==> config.mk <==
export PLATFORM = sky130hd
export DESIGN_NAME = request_timeout_retry_tracker_unit
export DESIGN_NICKNAME = d
export VERILOG_FILES = /design/src/rttr_pkg.sv /design/src/request_timeout_retry_tracker_unit.sv /design/src/rttr_cell.sv /design/src/rttr_slot_proc.sv
export SDC_FILE = /design/constraint.sdc
export NUM_CORES = 2
export LEC_CHECK = 0
export ABC_AREA = 1
export BUFFER_PORTS_ARGS = -buffer_cell sky130_fd_sc_hd__buf_2
export CAP_MARGIN = 10
export CORE_UTILIZATION = 39
export CTS_BUF_LIST = sky130_fd_sc_hd__clkbuf_4 sky130_fd_sc_hd__clkbuf_8
export DETAILED_ROUTE_END_ITERATION = 8
export MAX_ROUTING_LAYER = met4
export SLEW_MARGIN = 20
export SYNTH_ARGS = -nofsm -noshare
export SYNTH_HDL_FRONTEND = slang
export SYNTH_SLANG_ARGS = --single-unit
==> constraint.sdc <==
create_clock -name clk_i -period 19.6 [get_ports clk_i]
set_input_delay 0.98 -clock clk_i [delete_from_list [all_inputs] [get_ports clk_i]]
set_output_delay 0.98 -clock clk_i [all_outputs]
set_load 0.02 [all_outputs]
==> src/rttr_pkg.sv <==
// ----------------------------------------------------------------------------
// rttr_pkg: request timeout/retry tracker shared definitions
// Slot and event types, command and event codes, register map.
// ----------------------------------------------------------------------------
package rttr_pkg;

  localparam int Slots   = 16;
  localparam int CntW    = $clog2(Slots + 1);
  localparam int StepW   = (Slots > 1) ? $clog2(Slots) : 1;
  localparam int IdW     = 32;
  localparam int RetryW  = 8;
  localparam int TicksW  = 31;
  localparam int PendW   = 5;
  localparam int PaddrW  = 3;
  localparam int PdataW  = 32;

  localparam logic [TicksW-1:0] TimeoutReset = TicksW'(1000);
  localparam logic [RetryW-1:0] RetryReset   = '0;

  // register word index (paddr[2])
  localparam logic RegTimeout    = 1'b0;
  localparam logic RegMaxRetries = 1'b1;

  typedef enum logic [1:0] {
    CMD_TICK  = 2'd0,
    CMD_ISSUE = 2'd1,
    CMD_REPLY = 2'd2,
    CMD_CLEAR = 2'd3
  } cmd_e;

  typedef enum logic [2:0] {
    EV_ISSUED    = 3'd0,
    EV_RESEND    = 3'd1,
    EV_TIMEOUT   = 3'd2,
    EV_REPLY_OK  = 3'd3,
    EV_REPLY_ERR = 3'd4,
    EV_UNKNOWN   = 3'd5,
    EV_FULL      = 3'd6,
    EV_CANCEL    = 3'd7
  } ev_e;

  typedef struct packed {
    logic              valid;
    logic [IdW-1:0]    id;
    logic [RetryW-1:0] retries;
    logic [TicksW-1:0] remaining;
  } slot_t;

  typedef struct packed {
    ev_e            res;
    logic [IdW-1:0] id;
    logic [IdW-1:0] err;
  } ev_t;

  typedef struct packed {
    slot_t slot;
    logic  ev_v;
    ev_t   ev;
    logic  take;   // issue placed or reply matched
    logic  alloc;
    logic  freed;
  } proc_t;

endpackage

==> src/request_timeout_retry_tracker_unit.sv <==
// ----------------------------------------------------------------------------
// request_timeout_retry_tracker_unit: outstanding request timeout/retry tracker
// Ring of slot cells rotated through one update unit, one slot per cycle while the output keeps up.
// ----------------------------------------------------------------------------
// Each command makes one full turn of the slot ring, one slot per cycle while
// the output keeps up; a new command is accepted only back in idle, after the
// turn and its flush. An event waits in a hold register until the next one is
// found, then moves to the output register; the last one moves out once the
// turn ends. Reset clears all slot valid bits, the live count, the id counter
// and the result pipeline, loads defaults.
module request_timeout_retry_tracker_unit (
  input  logic                          clk_i,
  input  logic                          rst_ni,
  // config
  input  logic                          psel,
  input  logic                          penable,
  input  logic                          pwrite,
  input  logic [rttr_pkg::PaddrW-1:0]   paddr,
  input  logic [rttr_pkg::PdataW-1:0]   pwdata,
  output logic [rttr_pkg::PdataW-1:0]   prdata,
  output logic                          pready,
  // commands
  input  logic                          s_axis_tvalid,
  output logic                          s_axis_tready,
  input  logic [63:0]                   s_axis_tdata,  // request_id, status_code
  input  logic [1:0]                    s_axis_tuser,  // cmd
  // events
  output logic                          m_axis_tvalid,
  input  logic                          m_axis_tready,
  output logic [71:0]                   m_axis_tdata,  // event_id, err_status, pending_count
  output logic [2:0]                    m_axis_tuser,  // event_res
  output logic                          m_axis_tlast
);

  typedef enum logic [1:0] {
    ST_IDLE,
    ST_PASS,
    ST_FLUSH
  } state_e;

  localparam logic [rttr_pkg::StepW-1:0] LastStep = rttr_pkg::StepW'(rttr_pkg::Slots - 1);

  // --------------------------------------------------------------------------
  // configuration registers
  // --------------------------------------------------------------------------
  logic [rttr_pkg::TicksW-1:0] timeout_q;
  logic [rttr_pkg::RetryW-1:0] max_retries_q;
  logic                        reg_idx;

  assign reg_idx = paddr[2];
  assign pready  = 1'b1;

  always_ff @(posedge clk_i or negedge rst_ni) begin
    if (!rst_ni) begin
      timeout_q     <= rttr_pkg::TimeoutReset;
      max_retries_q <= rttr_pkg::RetryReset;
    end else if (psel && penable && pwrite && pready) begin
      unique case (reg_idx)
        rttr_pkg::RegTimeout:    timeout_q     <= pwdata[rttr_pkg::TicksW-1:0];
        rttr_pkg::RegMaxRetries: max_retries_q <= pwdata[rttr_pkg::RetryW-1:0];
        default: ;
      endcase
    end
  end

  always_comb begin
    unique case (reg_idx)
      rttr_pkg::RegTimeout:    prdata = rttr_pkg::PdataW'(timeout_q);
      rttr_pkg::RegMaxRetries: prdata = rttr_pkg::PdataW'(max_retries_q);
      default:                 prdata = '0;
    endcase
  end

  // --------------------------------------------------------------------------
  // control and result pipeline registers
  // --------------------------------------------------------------------------
  state_e                       state_q;
  rttr_pkg::cmd_e               cmd_q;
  logic [rttr_pkg::IdW-1:0]     rid_q;
  logic [rttr_pkg::IdW-1:0]     status_q;
  logic [rttr_pkg::StepW-1:0]   step_q;
  logic                         done_q;
  logic [rttr_pkg::CntW-1:0]    cnt_q;
  logic [rttr_pkg::IdW-1:0]     next_id_q;
  logic                         hold_v_q;
  rttr_pkg::ev_t                hold_ev_q;
  logic [rttr_pkg::CntW-1:0]    hold_cnt_q;
  logic                         out_v_q;
  rttr_pkg::ev_t                out_ev_q;
  logic [rttr_pkg::CntW-1:0]    out_cnt_q;
  logic                         out_last_q;

  // --------------------------------------------------------------------------
  // slot ring: cell i takes cell i+1, the last cell takes the updated head
  // --------------------------------------------------------------------------
  rttr_pkg::slot_t cell_out [rttr_pkg::Slots];
  rttr_pkg::slot_t cell_in  [rttr_pkg::Slots];
  rttr_pkg::proc_t proc;
  logic            out_free;
  logic            adv;
  logic            shift;
  logic            miss;
  logic            out_load;
  logic [rttr_pkg::CntW-1:0] cnt_d;

  for (genvar i = 0; i < rttr_pkg::Slots; i++) begin : g_cell
    if (i == rttr_pkg::Slots - 1) begin : g_tail
      assign cell_in[i] = proc.slot;
    end else begin : g_mid
      assign cell_in[i] = cell_out[i+1];
    end
    rttr_cell u_cell (
      .clk_i  (clk_i),
      .rst_ni (rst_ni),
      .shift_i(shift),
      .slot_i (cell_in[i]),
      .slot_o (cell_out[i])
    );
  end

  rttr_slot_proc u_proc (
    .cmd_i        (cmd_q),
    .rid_i        (rid_q),
    .status_i     (status_q),
    .done_i       (done_q),
    .timeout_i    (timeout_q),
    .max_retries_i(max_retries_q),
    .next_id_i    (next_id_q),
    .slot_i       (cell_out[0]),
    .proc_o       (proc)
  );

  assign out_free = !out_v_q || m_axis_tready;
  // a second event while one is held needs the output register free
  assign adv      = !(proc.ev_v && hold_v_q && !out_free);
  assign shift    = (state_q == ST_PASS) && adv;
  assign cnt_d    = cnt_q + rttr_pkg::CntW'(proc.alloc) - rttr_pkg::CntW'(proc.freed);
  // issue with no free slot, or reply with no matching id
  assign miss     = !done_q &&
                    ((cmd_q == rttr_pkg::CMD_ISSUE) || (cmd_q == rttr_pkg::CMD_REPLY));
  // held event moves out when a newer one arrives or the turn ends
  assign out_load = ((state_q == ST_PASS) && adv && proc.ev_v && hold_v_q) ||
                    ((state_q == ST_FLUSH) && !miss && hold_v_q && out_free);

  assign s_axis_tready = (state_q == ST_IDLE);

  always_ff @(posedge clk_i or negedge rst_ni) begin
    if (!rst_ni) begin
      state_q    <= ST_IDLE;
      cmd_q      <= rttr_pkg::CMD_TICK;
      rid_q      <= '0;
      status_q   <= '0;
      step_q     <= '0;
      done_q     <= 1'b0;
      cnt_q      <= '0;
      next_id_q  <= '0;
      hold_v_q   <= 1'b0;
      hold_ev_q  <= '0;
      hold_cnt_q <= '0;
      out_v_q    <= 1'b0;
      out_ev_q   <= '0;
      out_cnt_q  <= '0;
      out_last_q <= 1'b0;
    end else begin
      if (out_load) begin
        out_v_q <= 1'b1;
      end else if (m_axis_tready) begin
        out_v_q <= 1'b0;
      end
      unique case (state_q)
        ST_IDLE: begin
          if (s_axis_tvalid) begin
            cmd_q    <= rttr_pkg::cmd_e'(s_axis_tuser);
            rid_q    <= s_axis_tdata[31:0];
            status_q <= s_axis_tdata[63:32];
            step_q   <= '0;
            done_q   <= 1'b0;
            state_q  <= ST_PASS;
          end
        end
        ST_PASS: begin
          if (adv) begin
            step_q    <= step_q + rttr_pkg::StepW'(1);
            cnt_q     <= cnt_d;
            done_q    <= done_q | proc.take;
            if (proc.alloc) begin
              next_id_q <= next_id_q + rttr_pkg::IdW'(1);
            end
            if (proc.ev_v) begin
              if (hold_v_q) begin
                out_ev_q   <= hold_ev_q;
                out_cnt_q  <= hold_cnt_q;
                out_last_q <= 1'b0;
              end
              hold_v_q   <= 1'b1;
              hold_ev_q  <= proc.ev;
              hold_cnt_q <= cnt_d;
            end
            if (step_q == LastStep) begin
              state_q <= ST_FLUSH;
            end
          end
        end
        ST_FLUSH: begin
          if (miss) begin
            done_q     <= 1'b1;
            hold_v_q   <= 1'b1;
            hold_cnt_q <= cnt_q;
            hold_ev_q.err <= '0;
            if (cmd_q == rttr_pkg::CMD_ISSUE) begin
              hold_ev_q.res <= rttr_pkg::EV_FULL;
              hold_ev_q.id  <= '0;
            end else begin
              hold_ev_q.res <= rttr_pkg::EV_UNKNOWN;
              hold_ev_q.id  <= rid_q;
            end
          end else if (hold_v_q) begin
            if (out_free) begin
              out_ev_q   <= hold_ev_q;
              out_cnt_q  <= hold_cnt_q;
              out_last_q <= 1'b1;
              hold_v_q   <= 1'b0;
              state_q    <= ST_IDLE;
            end
          end else begin
            state_q <= ST_IDLE;
          end
        end
        default: state_q <= ST_IDLE;
      endcase
    end
  end

  assign m_axis_tvalid = out_v_q;
  assign m_axis_tuser  = out_ev_q.res;
  assign m_axis_tlast  = out_last_q;
  assign m_axis_tdata  = {3'b000, rttr_pkg::PendW'(out_cnt_q), out_ev_q.err, out_ev_q.id};

`ifndef NO_ASSERTIONS
  a_cnt_bound: assert property (@(posedge clk_i) disable iff (!rst_ni)
    cnt_q <= rttr_pkg::CntW'(rttr_pkg::Slots))
    else $error("live count above slot count");

  a_hold_busy: assert property (@(posedge clk_i) disable iff (!rst_ni)
    hold_v_q |-> (state_q != ST_IDLE))
    else $error("held event left behind in idle");

  a_idle_cnt: assert property (@(posedge clk_i) disable iff (!rst_ni)
    (state_q == ST_IDLE) |=> $stable(cnt_q))
    else $error("live count changed outside a pass");

  a_pass_end: assert property (@(posedge clk_i) disable iff (!rst_ni)
    (state_q == ST_PASS && step_q == LastStep && adv) |=> (state_q == ST_FLUSH))
    else $error("pass did not end after the last slot");
`endif

endmodule

==> src/rttr_cell.sv <==
// ----------------------------------------------------------------------------
// rttr_cell: one slot of the tracker ring
// Holds one entry and takes its neighbor's entry on every shift.
// ----------------------------------------------------------------------------
module rttr_cell (
  input  logic          clk_i,
  input  logic          rst_ni,
  input  logic          shift_i,
  input  rttr_pkg::slot_t slot_i,
  output rttr_pkg::slot_t slot_o
);

  logic                        valid_q;
  logic [rttr_pkg::IdW-1:0]    id_q;
  logic [rttr_pkg::RetryW-1:0] retries_q;
  logic [rttr_pkg::TicksW-1:0] remaining_q;

  always_ff @(posedge clk_i or negedge rst_ni) begin
    if (!rst_ni) begin
      valid_q <= 1'b0;
    end else if (shift_i) begin
      valid_q <= slot_i.valid;
    end
  end

  // payload is only meaningful while valid
  always_ff @(posedge clk_i) begin
    if (shift_i) begin
      id_q        <= slot_i.id;
      retries_q   <= slot_i.retries;
      remaining_q <= slot_i.remaining;
    end
  end

  always_comb begin
    slot_o.valid     = valid_q;
    slot_o.id        = id_q;
    slot_o.retries   = retries_q;
    slot_o.remaining = remaining_q;
  end

endmodule

==> src/rttr_slot_proc.sv <==
// ----------------------------------------------------------------------------
// rttr_slot_proc: per-slot update unit at the head of the ring
// Applies the current command to the entry leaving cell 0.
// ----------------------------------------------------------------------------
module rttr_slot_proc (
  input  rttr_pkg::cmd_e                  cmd_i,
  input  logic [rttr_pkg::IdW-1:0]        rid_i,
  input  logic [rttr_pkg::IdW-1:0]        status_i,
  input  logic                            done_i,
  input  logic [rttr_pkg::TicksW-1:0]     timeout_i,
  input  logic [rttr_pkg::RetryW-1:0]     max_retries_i,
  input  logic [rttr_pkg::IdW-1:0]        next_id_i,
  input  rttr_pkg::slot_t                 slot_i,
  output rttr_pkg::proc_t                 proc_o
);

  logic [rttr_pkg::IdW-1:0] new_id;

  assign new_id = next_id_i + rttr_pkg::IdW'(1);

  always_comb begin
    proc_o        = '0;
    proc_o.slot   = slot_i;
    proc_o.ev.res = rttr_pkg::EV_ISSUED;
    unique case (cmd_i)
      rttr_pkg::CMD_TICK: begin
        if (slot_i.valid) begin
          // a count of 0 or 1 expires
          if (slot_i.remaining > rttr_pkg::TicksW'(1)) begin
            proc_o.slot.remaining = slot_i.remaining - rttr_pkg::TicksW'(1);
          end else if (slot_i.retries < max_retries_i) begin
            proc_o.slot.retries   = slot_i.retries + rttr_pkg::RetryW'(1);
            proc_o.slot.remaining = timeout_i;
            proc_o.ev_v           = 1'b1;
            proc_o.ev.res         = rttr_pkg::EV_RESEND;
            proc_o.ev.id          = slot_i.id;
          end else begin
            proc_o.slot.valid = 1'b0;
            proc_o.freed      = 1'b1;
            proc_o.ev_v       = 1'b1;
            proc_o.ev.res     = rttr_pkg::EV_TIMEOUT;
            proc_o.ev.id      = slot_i.id;
          end
        end
      end
      rttr_pkg::CMD_ISSUE: begin
        if (!slot_i.valid && !done_i) begin
          proc_o.slot.valid     = 1'b1;
          proc_o.slot.id        = new_id;
          proc_o.slot.retries   = '0;
          proc_o.slot.remaining = timeout_i;
          proc_o.take           = 1'b1;
          proc_o.alloc          = 1'b1;
          proc_o.ev_v           = 1'b1;
          proc_o.ev.res         = rttr_pkg::EV_ISSUED;
          proc_o.ev.id          = new_id;
        end
      end
      rttr_pkg::CMD_REPLY: begin
        if (slot_i.valid && !done_i && (slot_i.id == rid_i)) begin
          proc_o.slot.valid = 1'b0;
          proc_o.take       = 1'b1;
          proc_o.freed      = 1'b1;
          proc_o.ev_v       = 1'b1;
          proc_o.ev.id      = rid_i;
          if (status_i == '0) begin
            proc_o.ev.res = rttr_pkg::EV_REPLY_OK;
          end else begin
            proc_o.ev.res = rttr_pkg::EV_REPLY_ERR;
            proc_o.ev.err = status_i;
          end
        end
      end
      rttr_pkg::CMD_CLEAR: begin
        if (slot_i.valid) begin
          proc_o.slot.valid = 1'b0;
          proc_o.freed      = 1'b1;
          proc_o.ev_v       = 1'b1;
          proc_o.ev.res     = rttr_pkg::EV_CANCEL;
          proc_o.ev.id      = slot_i.id;
          proc_o.ev.err     = status_i;
        end
      end
    endcase
  end

endmodule

==> flow_summary.json <==
{
  "status": "finished clean",
  "nNetsFinal": 4344,
  "wirelength_mm": 115.4,
  "slew_headroom_pct": 27.11,
  "worstSetupPathType": "register to register",
  "antenna_found_initial": 4,
  "slowest_stage": "inv_8",
  "grtUsageTotal_pct": 17.34,
  "slew_violations": 0,
  "grt_pass1_vias": 28562,
  "die_h_um": 370.5,
  "io_buffers": 210,
  "clk_pin_slew_ns": 0.06,
  "fin_crit_ns": 6.527,
  "tritoncts": "done",
  "dp_cells": 5755,
  "setup_slack_ns": 13.07,
  "worst-path-buf-inv": 6,
  "required_ns": 20.09,
  "vdd_drop_max_mv": 0.1728,
  "critPathTopFamily": "buffers and inverters",
  "die_x_um": 370.5,
  "gp_congestion": 0.8791,
  "cap_violations": 0,
  "cts.sink_count": 1448,
  "yosysWarnings": 0,
  "start_util_pct": 39.49,
  "worstMarginPinSlew_ns": 1.090,
  "hold_path_class": "primary input to asynchronous set/reset pin",
  "drc": 0,
  "cts_hold_buf": 0,
  "ios": 219,
  "design_area_sq_um": 60380,
  "cts_buffer_depth": 3,
  "drive_gt1_share_pct": 14.95,
  "ys_async_sr_fraction_pct": 21.55,
  "fin_crit_sh_pct": 33.30,
  "p_per_area_nw_per_um2": 165.3,
  "cts-resized-gates": 0,
  "wl_per_cell_um": 18.70,
  "grt_max_degree": 221,
  "synth-main-ff-cell": "edfxtp_1",
  "syn_inst": 3892,
  "cp.arrival_ns": 7.01,
  "place_area_sq_um": 55860,
  "ys_types": 46,
  "coreArea_sq_um": 134100,
  "worstPathCellList": "buf_4, nor2_1, nand2_1, clkinv_2, nor2_1, nand3_2, nand3_1, nand2_1, inv_8, buf_12, buf_16, buf_4",
  "drt.antenna.violating_nets": 0,
  "grt_remaining_overflow": 0,
  "critPathMaxFanout": 154,
  "ys_seq_area_share_pct": 79.16,
  "dr.pass1.iters": 5,
  "area_growth_pct": 13.99,
  "cp_slowest_stage_delay_ns": 0.99,
  "ys_ff_latch": 1448,
  "crit_path_start_kind": "register",
  "hold_viol": 0,
  "setup_tns_ns": 0,
  "synth_area_sq_um": 52970,
  "cts_made_buffers": 221,
  "grt_setup_unrepaired": "false",
  "cts.htree.levels": 4,
  "p_leak_uw": 0.02414,
  "synth_edf_count": 1136,
  "first_iter_violations": 2790,
  "setup_viol": 0,
  "max_freq_mhz": 153.2,
  "critPathCaptureType": "register",
  "post_cts_buffers": 0,
  "via_per_inst": 4.852,
  "clk_latency_ns": 0.90,
  "cts_root_buf": "clkbuf_8",
  "hpwl_mm": 71.06,
  "synth_area_per_cell_sq_um": 13.61,
  "vias": 29944,
  "grt_pass1_wl_mm": 174.2,
  "stdcell_count": 6172,
  "rows": 134,
  "pre_cts_ws_ns": 13.21,
  "finalClockSkew_ns": 0.05722,
  "dieArea_sq_um": 137300
}
-- metal layers --
metal	part of all wire, %	vias up	routed length (um)	GRT usage [%]
li1	-	14075	-	-
met1	47	14705	54210	24.94
met2	43	942	50150	23.93
met3	6.7	222	7692	3.709
met4	2.9	0	3358	6.671
met5	0	-	0	-
-- worst reg2reg max path: stages, from the launching register on --
cell      delay [ns]
dfrtp_2         0.39
buf_4           0.53
nor2_1          0.12
nand2_1         0.12
clkinv_2        0.68
nor2_1          0.35
nand3_2         0.14
nand3_1         0.12
nand2_1         0.59
inv_8           0.99
buf_12          0.42
buf_16          0.59
buf_4           1.05
-- cell type report --
class | instances | area (sq um)
Fill cell | 12052 | 73750
Tap cell | 1768 | 2212
Sequential cell | 1448 | 41930
Inverter | 240 | 909.6
Clock inverter | 101 | 641.9
Antenna cell | 2 | 5.005
Timing Repair Buffer | 241 | 1388
Multi-Input combinational cell | 2059 | 9458
Clock buffer | 313 | 3832
-- Yosys cell counts, types with 3 or more instances --
master	n	area share (%)
clkbuf_1	76	0.54
nand4_1	47	0.56
nand2_2	4	0.047
nand3b_1	6	0.085
clkinv_1	5	0.035
nor4_1	3	0.035
buf_6	13	0.28
o22ai_1	15	0.18
nand3_1	167	1.6
ha_1	24	0.57
nand2_1	1066	7.6
buf_4	20	0.28
o211ai_1	10	0.14
nor2_2	3	0.035
xnor2_1	15	0.25
inv_1	216	1.5
nor3_1	20	0.19
dfrtp_1	306	14
nor2_4	4	0.085
or2_2	4	0.047
mux2_2	3	0.064
buf_2	27	0.26
edfxtp_1	1136	64
nor2_1	263	1.9
inv_2	19	0.13
a21oi_1	120	1.1
o21ai_0	181	1.7
dfstp_2	6	0.30
buf_1	12	0.085
xor2_1	46	0.76
o21bai_1	22	0.31
a22oi_1	13	0.18
-- cell usage in the layout (no fill, tap or decap), types with 3 or more instances in the layout --
master and count:
inv_1 215, nor3_1 19, a22oi_1 13, o211ai_1 10, conb_1 5, nand2_2 5, inv_2 19, nor2_1 262
dfrtp_1 305, bufinv_16 6, o22ai_1 15, clkinv_2 26, nor4_1 3, buf_12 4, xnor2_1 15, nand3b_1 6
clkbuf_4 76, inv_6 3, o21ai_0 180, clkbuf_8 237, nand2_1 1061, buf_2 209, nor2_2 4, clkinvlp_4 5
mux2_2 3, o21bai_1 22, dfstp_2 6, buf_4 24, edfxtp_1 1136, nand4_1 47, xor2_1 46, a21oi_1 120
nor2_4 4, nand2_4 4, or2_2 4, ha_1 24, nand3_1 167, clkinv_1 61, inv_8 4
-- power breakdown --
part           internal, uW  switching (uW)  leakage, uW
registers              5000             415       0.0147
logic                   429            1640      0.00706
clock network          1340            1160      0.00237
total                  6770            3210       0.0241
-- cells by family after synthesis --
logic type / after synthesis / share of synthesized area, %
fa+ha+maj: 25 / 0.6047
compound gates: 368 / 3.763
flops: 1448 / 79.16
buf+inv: 388 / 3.139
mux: 3 / 0.06378
other cells: 2 / 0.01418
xor+xnor: 61 / 1.009
simple gates: 1597 / 12.25
-- worst paths after layout --
path	startpoint	end	slack [ns]	cells after the start
worst max-delay path	g_cell[0].u_cell.valid_q	g_cell[4].u_cell.id_q[15]	13.07	12
worst min-delay path	rst_ni	timeout_q[25]	0.12	1
worst max register to register	g_cell[0].u_cell.valid_q	g_cell[4].u_cell.id_q[15]	13.07	12
worst min register to register	g_cell[1].u_cell.id_q[7]	g_cell[0].u_cell.id_q[7]	0.39	0
max in group asynchronous	rst_ni	m_axis_tdata[27]	17.95	2
min in group clk_i	m_axis_tready	m_axis_tvalid	0.33	2
-- registers in the layout, summed over array words and instances (netlist names), 2 cells and up --
register,flops
hold_cnt_q,5
out_cnt_q,5
hold_ev_q,67
status_q,32
step_q,4
cmd_q,2
g_cell.u_cell.retries_q,128
timeout_q,31
next_id_q,32
cnt_q,5
m_axis_tdata,64
rid_q,32
state_q,2
g_cell.u_cell.remaining_q,496
g_cell.u_cell.id_q,512
m_axis_tuser,3
g_cell.u_cell.valid_q,16
max_retries_q,8
-- per-stage QoR --
stage,util [%],total power [uW],hold slack (ns)
after floorplan,-,7286,0.4003
after global placement,41.62,7475,0.4002
after detailed placement,41.65,7548,0.4045
after CTS,44.99,10100,0.06909
after global routing,45.01,10540,0.1243
final,45.01,9980,0.1232
Power figures use the tool's default switching activity.
